<file path="src/hw/rtl/vls_pkg.sv">
package vls_pkg;

  // Field widths of the stream payloads.
  localparam int unsigned FuncW    = 3;
  localparam int unsigned InValueW = 32;
  localparam int unsigned InDataW  = 40;
  localparam int unsigned StatusW  = 2;
  localparam int unsigned PosW     = 6;
  localparam int unsigned CountW   = 7;
  localparam int unsigned OutDataW = 16;
  localparam int unsigned OutPadW  = OutDataW - StatusW - PosW - CountW;

  // Width that the input value is sign-extended to before it is cut to the stored width.
  localparam int unsigned ExtW = 64;

  // Parameter defaults.
  localparam int unsigned DefaultCapacity   = 64;
  localparam int unsigned DefaultValueWidth = 32;

  // Operation codes.
  localparam logic [FuncW-1:0] FuncAppend   = 3'd0;
  localparam logic [FuncW-1:0] FuncFind     = 3'd1;
  localparam logic [FuncW-1:0] FuncDelFirst = 3'd2;
  localparam logic [FuncW-1:0] FuncDelAll   = 3'd3;
  localparam logic [FuncW-1:0] FuncClear    = 3'd4;

  // Result status codes.
  localparam logic [StatusW-1:0] StatusOk       = 2'd0;
  localparam logic [StatusW-1:0] StatusNotFound = 2'd1;
  localparam logic [StatusW-1:0] StatusFull     = 2'd2;

  // Per-cycle command to the cell chain.
  typedef struct packed {
    logic shift;
    logic wr_en;
  } chain_ctl_t;

endpackage

</file>
<file path="src/hw/rtl/vls_cell.sv">
module vls_cell #(
  parameter int unsigned VALUE_WIDTH = vls_pkg::DefaultValueWidth
) (
  input  logic                   clk_i,
  input  logic                   shift_i,
  input  logic [VALUE_WIDTH-1:0] nb_i,
  input  logic                   load_i,
  input  logic [VALUE_WIDTH-1:0] data_i,
  output logic [VALUE_WIDTH-1:0] value_o
);
  import vls_pkg::*;

  logic [VALUE_WIDTH-1:0] value_q;

  // A direct write wins over the shift from the neighbor.
  always_ff @(posedge clk_i) begin
    if (load_i) begin
      value_q <= data_i;
    end else if (shift_i) begin
      value_q <= nb_i;
    end
  end

  assign value_o = value_q;

endmodule

</file>
<file path="src/hw/rtl/vls_chain.sv">
module vls_chain #(
  parameter int unsigned CAPACITY    = vls_pkg::DefaultCapacity,
  parameter int unsigned VALUE_WIDTH = vls_pkg::DefaultValueWidth,
  parameter int unsigned IDX_W       = (CAPACITY > 1) ? $clog2(CAPACITY) : 1
) (
  input  logic                   clk_i,
  input  vls_pkg::chain_ctl_t    ctl_i,
  input  logic [IDX_W-1:0]       wr_idx_i,
  input  logic [VALUE_WIDTH-1:0] wr_data_i,
  output logic [VALUE_WIDTH-1:0] head_o
);
  import vls_pkg::*;

  logic [VALUE_WIDTH-1:0] cell_val [CAPACITY];

  for (genvar i = 0; i < CAPACITY; i++) begin : g_cell
    logic                   load;
    logic [VALUE_WIDTH-1:0] nb;

    assign load = ctl_i.wr_en && (wr_idx_i == IDX_W'(i));

    // Every cell takes the value of its upper neighbor on a shift; the top cell holds.
    if (i == CAPACITY - 1) begin : g_top
      assign nb = cell_val[i];
    end else begin : g_mid
      assign nb = cell_val[i+1];
    end

    vls_cell #(
      .VALUE_WIDTH(VALUE_WIDTH)
    ) u_cell (
      .clk_i  (clk_i),
      .shift_i(ctl_i.shift),
      .nb_i   (nb),
      .load_i (load),
      .data_i (wr_data_i),
      .value_o(cell_val[i])
    );
  end

  assign head_o = cell_val[0];

endmodule

</file>
<file path="src/hw/rtl/value_list_store.sv">
// Append, clear and unused codes give their result from the execute state; find and delete
// first pass the value chain once past its head cell, one step for each value held.
// A new command is taken only when the last one is done, since the single pass of the value
// chain past its head cell keeps the input not ready; find stalls on backpressure.
// Reset: count, state and output valid clear at once; the value cells are not reset.
module value_list_store #(
  parameter int unsigned CAPACITY    = vls_pkg::DefaultCapacity,
  parameter int unsigned VALUE_WIDTH = vls_pkg::DefaultValueWidth
) (
  input  logic                         clk_i,
  input  logic                         rst_ni,
  input  logic                         s_axis_tvalid_i,
  output logic                         s_axis_tready_o,
  // func [2:0], value [34:3], zero [39:35]
  input  logic [vls_pkg::InDataW-1:0]  s_axis_tdata_i,
  output logic                         m_axis_tvalid_o,
  input  logic                         m_axis_tready_i,
  // status [1:0], position [7:2], entry_count [14:8], zero [15]
  output logic [vls_pkg::OutDataW-1:0] m_axis_tdata_o,
  output logic                         m_axis_tlast_o
);
  import vls_pkg::*;

  localparam int unsigned IdxW = (CAPACITY > 1) ? $clog2(CAPACITY) : 1;
  localparam int unsigned CntW = $clog2(CAPACITY + 1);

  localparam logic StIdle = 1'b0;
  localparam logic StExec = 1'b1;

  // The list lives in a chain of cells with the first entry in cell 0. Find and delete
  // run the chain as a queue: each step pops the head, shifts every cell down by one and,
  // when the head is kept, writes it back just above the queued entries. After n steps
  // the kept entries sit in order from cell 0 upward, so delete compacts in one pass and
  // find leaves the list as it was.

  logic                   state_q, state_d;
  logic [FuncW-1:0]       func_q, func_d;
  logic [VALUE_WIDTH-1:0] val_q, val_d;
  logic [CntW-1:0]        cnt_q, cnt_d;
  logic [CntW-1:0]        occ_q, occ_d;
  logic [CntW-1:0]        pos_q, pos_d;
  logic                   hit_q, hit_d;
  logic                   pend_q, pend_d;
  logic [IdxW-1:0]        pend_pos_q, pend_pos_d;

  logic                   m_valid_q;
  logic [OutDataW-1:0]    m_data_q;
  logic                   m_last_q;

  logic                   accept;
  logic                   out_free;
  logic [InValueW-1:0]    in_value;
  logic [ExtW-1:0]        in_ext;
  logic [VALUE_WIDTH-1:0] head_val;
  logic                   match;
  logic                   is_find;
  logic                   is_del;
  logic                   scanning;
  logic                   keep;
  logic                   emit_need;
  logic [CntW-1:0]        occ_m1;

  chain_ctl_t             chain_ctl;
  logic [IdxW-1:0]        wr_idx;
  logic [VALUE_WIDTH-1:0] wr_data;

  logic                   emit;
  logic [StatusW-1:0]     res_status;
  logic [IdxW-1:0]        res_pos;
  logic [CntW-1:0]        res_count;
  logic                   res_last;

  assign s_axis_tready_o = (state_q == StIdle);
  assign accept          = s_axis_tvalid_i && s_axis_tready_o;
  assign out_free        = !m_valid_q || m_axis_tready_i;

  // The value is sign-extended and then kept as its low VALUE_WIDTH bits.
  assign in_value = s_axis_tdata_i[FuncW +: InValueW];
  assign in_ext   = {{(ExtW - InValueW){in_value[InValueW-1]}}, in_value};

  assign match    = (head_val == val_q);
  assign is_find  = (func_q == FuncFind);
  assign is_del   = (func_q == FuncDelFirst) || (func_q == FuncDelAll);
  assign scanning = (is_find || is_del) && (pos_q != cnt_q);
  assign occ_m1   = occ_q - CntW'(1);

  // Delete-first drops only its first match and delete-all every match; find keeps all entries.
  assign keep = is_find || !match || ((func_q == FuncDelFirst) && hit_q);

  // A find match is held back until the next match or the end of the pass, so the final
  // one can carry the last flag. Passing on a held match needs the output register.
  assign emit_need = is_find && match && pend_q;

  always_comb begin
    state_d    = state_q;
    func_d     = func_q;
    val_d      = val_q;
    cnt_d      = cnt_q;
    occ_d      = occ_q;
    pos_d      = pos_q;
    hit_d      = hit_q;
    pend_d     = pend_q;
    pend_pos_d = pend_pos_q;
    chain_ctl  = '0;
    wr_idx     = occ_m1[IdxW-1:0];
    wr_data    = head_val;
    emit       = 1'b0;
    res_status = StatusOk;
    res_pos    = '0;
    res_count  = cnt_q;
    res_last   = 1'b1;

    case (state_q)
      StIdle: begin
        if (accept) begin
          func_d  = s_axis_tdata_i[FuncW-1:0];
          val_d   = in_ext[VALUE_WIDTH-1:0];
          pos_d   = '0;
          occ_d   = cnt_q;
          hit_d   = 1'b0;
          pend_d  = 1'b0;
          state_d = StExec;
        end
      end
      StExec: begin
        if (scanning) begin
          if (!emit_need || out_free) begin
            chain_ctl.shift = 1'b1;
            chain_ctl.wr_en = keep;
            pos_d           = pos_q + CntW'(1);
            if (!keep) begin
              occ_d = occ_m1;
              hit_d = 1'b1;
            end
            if (is_find && match) begin
              pend_d     = 1'b1;
              pend_pos_d = pos_q[IdxW-1:0];
              emit       = emit_need;
              res_pos    = pend_pos_q;
              res_last   = 1'b0;
            end
          end
        end else if (out_free) begin
          emit    = 1'b1;
          state_d = StIdle;
          case (func_q)
            FuncAppend: begin
              if (cnt_q == CntW'(CAPACITY)) begin
                res_status = StatusFull;
              end else begin
                chain_ctl.wr_en = 1'b1;
                wr_idx          = cnt_q[IdxW-1:0];
                wr_data         = val_q;
                cnt_d           = cnt_q + CntW'(1);
                res_count       = cnt_q + CntW'(1);
              end
            end
            FuncFind: begin
              if (pend_q) begin
                res_pos = pend_pos_q;
              end else begin
                res_status = StatusNotFound;
              end
            end
            FuncDelFirst, FuncDelAll: begin
              res_status = hit_q ? StatusOk : StatusNotFound;
              cnt_d      = occ_q;
              res_count  = occ_q;
            end
            FuncClear: begin
              cnt_d     = '0;
              res_count = '0;
            end
            default: begin
              // Unused codes change nothing and report done.
            end
          endcase
        end
      end
      default: begin
        state_d = StIdle;
      end
    endcase
  end

  always_ff @(posedge clk_i or negedge rst_ni) begin
    if (!rst_ni) begin
      state_q   <= StIdle;
      cnt_q     <= '0;
      occ_q     <= '0;
      pos_q     <= '0;
      hit_q     <= 1'b0;
      pend_q    <= 1'b0;
      m_valid_q <= 1'b0;
    end else begin
      state_q <= state_d;
      cnt_q   <= cnt_d;
      occ_q   <= occ_d;
      pos_q   <= pos_d;
      hit_q   <= hit_d;
      pend_q  <= pend_d;
      if (emit) begin
        m_valid_q <= 1'b1;
      end else if (m_axis_tready_i) begin
        m_valid_q <= 1'b0;
      end
    end
  end

  // Payload registers need no reset.
  always_ff @(posedge clk_i) begin
    func_q     <= func_d;
    val_q      <= val_d;
    pend_pos_q <= pend_pos_d;
    if (emit) begin
      m_data_q <= {{OutPadW{1'b0}}, CountW'(res_count), PosW'(res_pos), res_status};
      m_last_q <= res_last;
    end
  end

  vls_chain #(
    .CAPACITY   (CAPACITY),
    .VALUE_WIDTH(VALUE_WIDTH),
    .IDX_W      (IdxW)
  ) u_chain (
    .clk_i    (clk_i),
    .ctl_i    (chain_ctl),
    .wr_idx_i (wr_idx),
    .wr_data_i(wr_data),
    .head_o   (head_val)
  );

  assign m_axis_tvalid_o = m_valid_q;
  assign m_axis_tdata_o  = m_data_q;
  assign m_axis_tlast_o  = m_last_q;

endmodule
</file>
<file path="config.mk">
export PLATFORM = sky130hd
export DESIGN_NAME = value_list_store
export DESIGN_NICKNAME = d
export VERILOG_FILES = /design/src/hw/rtl/vls_pkg.sv /design/src/hw/rtl/vls_cell.sv /design/src/hw/rtl/vls_chain.sv /design/src/hw/rtl/value_list_store.sv
export SDC_FILE = /design/constraint.sdc
export NUM_CORES = 2
export LEC_CHECK = 0
export BUFFER_PORTS_ARGS = -buffer_cell sky130_fd_sc_hd__buf_2
export CORE_MARGIN = 2
export CORE_UTILIZATION = 65
export DETAILED_ROUTE_END_ITERATION = 8
export HOLD_SLACK_MARGIN = 0.05
export PLACE_DENSITY = 0.87
export SLEW_MARGIN = 10
export SYNTH_ARGS = -nofsm -noshare
export SYNTH_HDL_FRONTEND = slang
export SYNTH_SLANG_ARGS = --single-unit
</file>
<file path="constraint.sdc">
create_clock -name clk_i -period 9.1 [get_ports clk_i]
set_clock_uncertainty 0.05 [all_clocks]
set_input_delay 0 -clock clk_i [delete_from_list [all_inputs] [get_ports clk_i]]
set_output_delay 0 -clock clk_i [all_outputs]
set_load 0.005 [all_outputs]
</file>
==> impl_metrics.yaml <==
status:
  status: "finished clean"
logic_synthesis:
  synth_cell_types: 64
  synth_top_family_by_area: "multiplexers"
  syn-cell-area_um2: 93170
  yosysWarnings: 0
  syn_area_per_cell_um2: 18.25
  ys.flop_type: "edfxtp_1"
  yosysSeqAreaShare_pct: 68.52
  synth_top_area_share_pct: 67.84
  synth_commonest_cells: "edfxtp_1, mux2_2, mux2_4"
  synthesis.nets: 5154
  async_flop_share_pct: 1.174
  synth_top_area_cell: "edfxtp_1"
  muxShareOfSynthArea_pct: 25.44
  synth_edf_count: 2105
  synth_xor_area_share_pct: 0.4136
  ys_ff_latch: 2130
  synth_compound_area_share_pct: 0.6003
  synth_most_common_cell: "edfxtp_1"
  synth_simple_gate_area_share_pct: 2.111
  netlist_instances: 5106
  synthTopCellsByArea: "edfxtp_1, mux2_2, mux2_4, clkbuf_1, buf_6"
  synthAdderAreaFrac_pct: 0.05372
grt:
  grt_max_degree: 65
  grt_usage_pct: 25.77
  overflow: 0
  antenna_found_initial: 12
  grt_pass1_vias: 47436
  grt_pass1_wl_um: 287800
timing:
  fin_crit_ns: 5.252
  worstMarginPinSlew_ns: 1.099
  finalSetupViolCount: 0
  fin_setup_tns_ns: 0
  rsz0062_at_grt: "false"
  min_period_over_period_pct: 57.71
  relSlewSlack_pct: 26.75
  hold_violations: 0
  report.final.slew_viol_count: 0
  fmax_ghz: 0.1904
placed_design:
  post-place-cells: 6705
  hpwl_um: 100300
  gp_congestion: 0.8342
  portBuffers: 56
clock_tree:
  clock_sinks: 2130
  clockRootBuffer: "clkbuf_16"
  clk_latency_ns: 0.84
  cts_tree: "yes"
  cts.path.max_buffers: 3
  cts_buffers: 195
  h-tree-depth: 4
  clk_pin_slew_worst_paths_ns: 0.06
  cts_resized: 0
worst_setup_path:
  cp.required_ns: 9.55
  critPathSlowestCell: "nand2_1"
  cp.arrival_ns: 5.70
  critPathMaxStageDelay_ns: 1.07
  critPathMaxFanout: 39
  path_class: "reg -> reg"
  cpMostUsedCell: "buf_4"
  path_cells: "nor2_1 -> nand4_1 -> and2_1 -> buf_4 -> or3_1 -> o22ai_1 -> buf_4 -> nand3_2 -> nand2_1 -> buf_4"
  end_kind: "flop"
  crit_family: "simple AND/OR/NAND/NOR gates"
  critical_path_buf_inv_count: 3
  worst_setup_path_start_kind: "flop"
die:
  die_h_um: 382.6
  initial_core_util_pct: 65.64
  die_area_um2: 146400
  fp-row-count: 138
  ios: 63
  core-area_um2: 141900
  die_x_um: 382.6
routing:
  wirelength_um: 189500
  drc: 0
  drt_pass1_iterations: 5
  vias: 45364
  dr.first_iter.drc_count: 3983
  vias_per_cell: 6.341
  wl_per_cell_um: 26.49
  antenna_left: 0
layout:
  drive_gt1_share_pct: 47.89
  fin_nets: 5137
  areaGrowthSynthToFinish_pct: 8.734
  finalNonFillerCells: 7154
power:
  p_leak_uw: 0.03445
  p_per_area_nw_per_um2: 322.1
  ir_drop_mv: 0.4047
  fin_total_pwr_uw: 32630
worst_hold_path:
  hold_path.class: "in -> reg"
flow_run:
  drv_cap: 0
per-stage QoR:
step	utilization [%]	area (µm²)	hold WS, ns	worst slack, ns
floorplan	-	93170	-0.3456	5.340
CTS	71.34	101300	0.05828	3.964
finish	71.38	101300	0.1270	3.848
detailed placement	66.45	94310	-0.02035	4.036
global route	71.37	101300	0.1303	3.597
global placement	66.45	94310	-0.02691	4.235
tightest hold or removal path, cell delays in order:
cell and delay, ns:
dlygate4sd3_1 0.54, buf_2 0.12, nor2b_1 0.12, a21o_1 0.18
cell type report:
cell class,instances,area [µm²]
Antenna cell,8,20.02
Clock buffer,236,5097
Clock inverter,128,1067
Fill cell,7725,40620
Inverter,11,41.29
Multi-Input combinational cell,2505,26970
Sequential cell,2130,63840
Tap cell,1890,2365
Timing Repair Buffer,246,1909
cell families after synthesis:
logic type,Yosys count
xor gates and xnor gates,44
adders and majority gates,4
AOI/OAI and AO/OA,81
DFF,2130
other,1
muxes,2018
buffers and inverters,471
and+or+nand+nor,357
flip-flops by register name (all words and copies together) (netlist names):
register / count
func_q: 3
m_axis_tlast_o: 1
val_q: 32
pos_q: 7
hit_q: 1
pend_q: 1
m_axis_tdata_o: 15
pend_pos_q: 6
m_axis_tvalid_o: 1
occ_q: 7
state_q: 1
u_chain.g_cell.u_cell.value_o: 2048
cnt_q: 7
per-layer routing:
metal,part of all wire [%],wire (µm),track usage [%]
met5,0,0,0
met3,5.6,10540,3.783
met1,40,74900,33.38
met2,52,97720,44.24
met4,3.3,6339,9.791
path summary, 6_finish.rpt:
path	end	depth (start not counted)	from	slack, ns
max in group asynchronous	cnt_q[2]$_DFF_PN0_	4	rst_ni	8.68
max	u_chain.g_cell[43].u_cell.value_o[21]$_DFFE_PP_	10	cnt_q[2]$_DFF_PN0_	3.85
min	m_axis_tvalid_o$_DFFE_PN0P_	4	m_axis_tready_i	0.13
max reg2reg	u_chain.g_cell[43].u_cell.value_o[21]$_DFFE_PP_	10	cnt_q[2]$_DFF_PN0_	3.85
min in group asynchronous	occ_q[3]$_DFFE_PN0P_	4	rst_ni	0.16
min reg2reg	m_axis_tdata_o[2]$_SDFFCE_PN0P_	1	pend_pos_q[0]$_DFFE_PP_	0.47
cells in the final DEF, fill, tap and decap left out, types with 7 or more instances in the layout:
master / synthesis / routed
dlygate4sd3_1: 0 / 76
xnor2_1: 9 / 9
buf_2: 113 / 56
mux2_2: 1728 / 1728
dfrtp_1: 25 / 25
o22ai_1: 14 / 13
a21oi_1: 14 / 14
nand2_1: 142 / 99
mux2_4: 261 / 261
nand3_4: 9 / 9
nand3_1: 15 / 15
clkinvlp_4: 0 / 7
inv_1: 9 / 9
diode_2: 0 / 8
buf_4: 62 / 113
clkbuf_1: 213 / 38
nor4_1: 13 / 12
mux2_1: 28 / 28
nor2_1: 24 / 24
clkinv_1: 1 / 54
and3_1: 15 / 15
nand3_2: 12 / 12
nand2b_1: 46 / 40
clkinv_2: 0 / 40
and2_1: 41 / 41
o21ai_0: 22 / 21
bufinv_16: 0 / 15
nor3_1: 12 / 12
nand2_2: 0 / 14
xor2_1: 35 / 35
edfxtp_1: 2105 / 2105
clkbuf_16: 0 / 198
nand2_4: 0 / 29
where the power goes:
group | switching (µW) | internal [µW]
registers | 1030 | 15600
clock network | 3610 | 4420
logic | 5090 | 2860
total | 9740 | 22900
what timing repair did:
item	4_1_cts	5_1_grt
buffers inserted	0	0
hold buffers	77	0
endpoints found under the hold margin	90	0
Note: power is estimated with default switching activity, not from simulation.
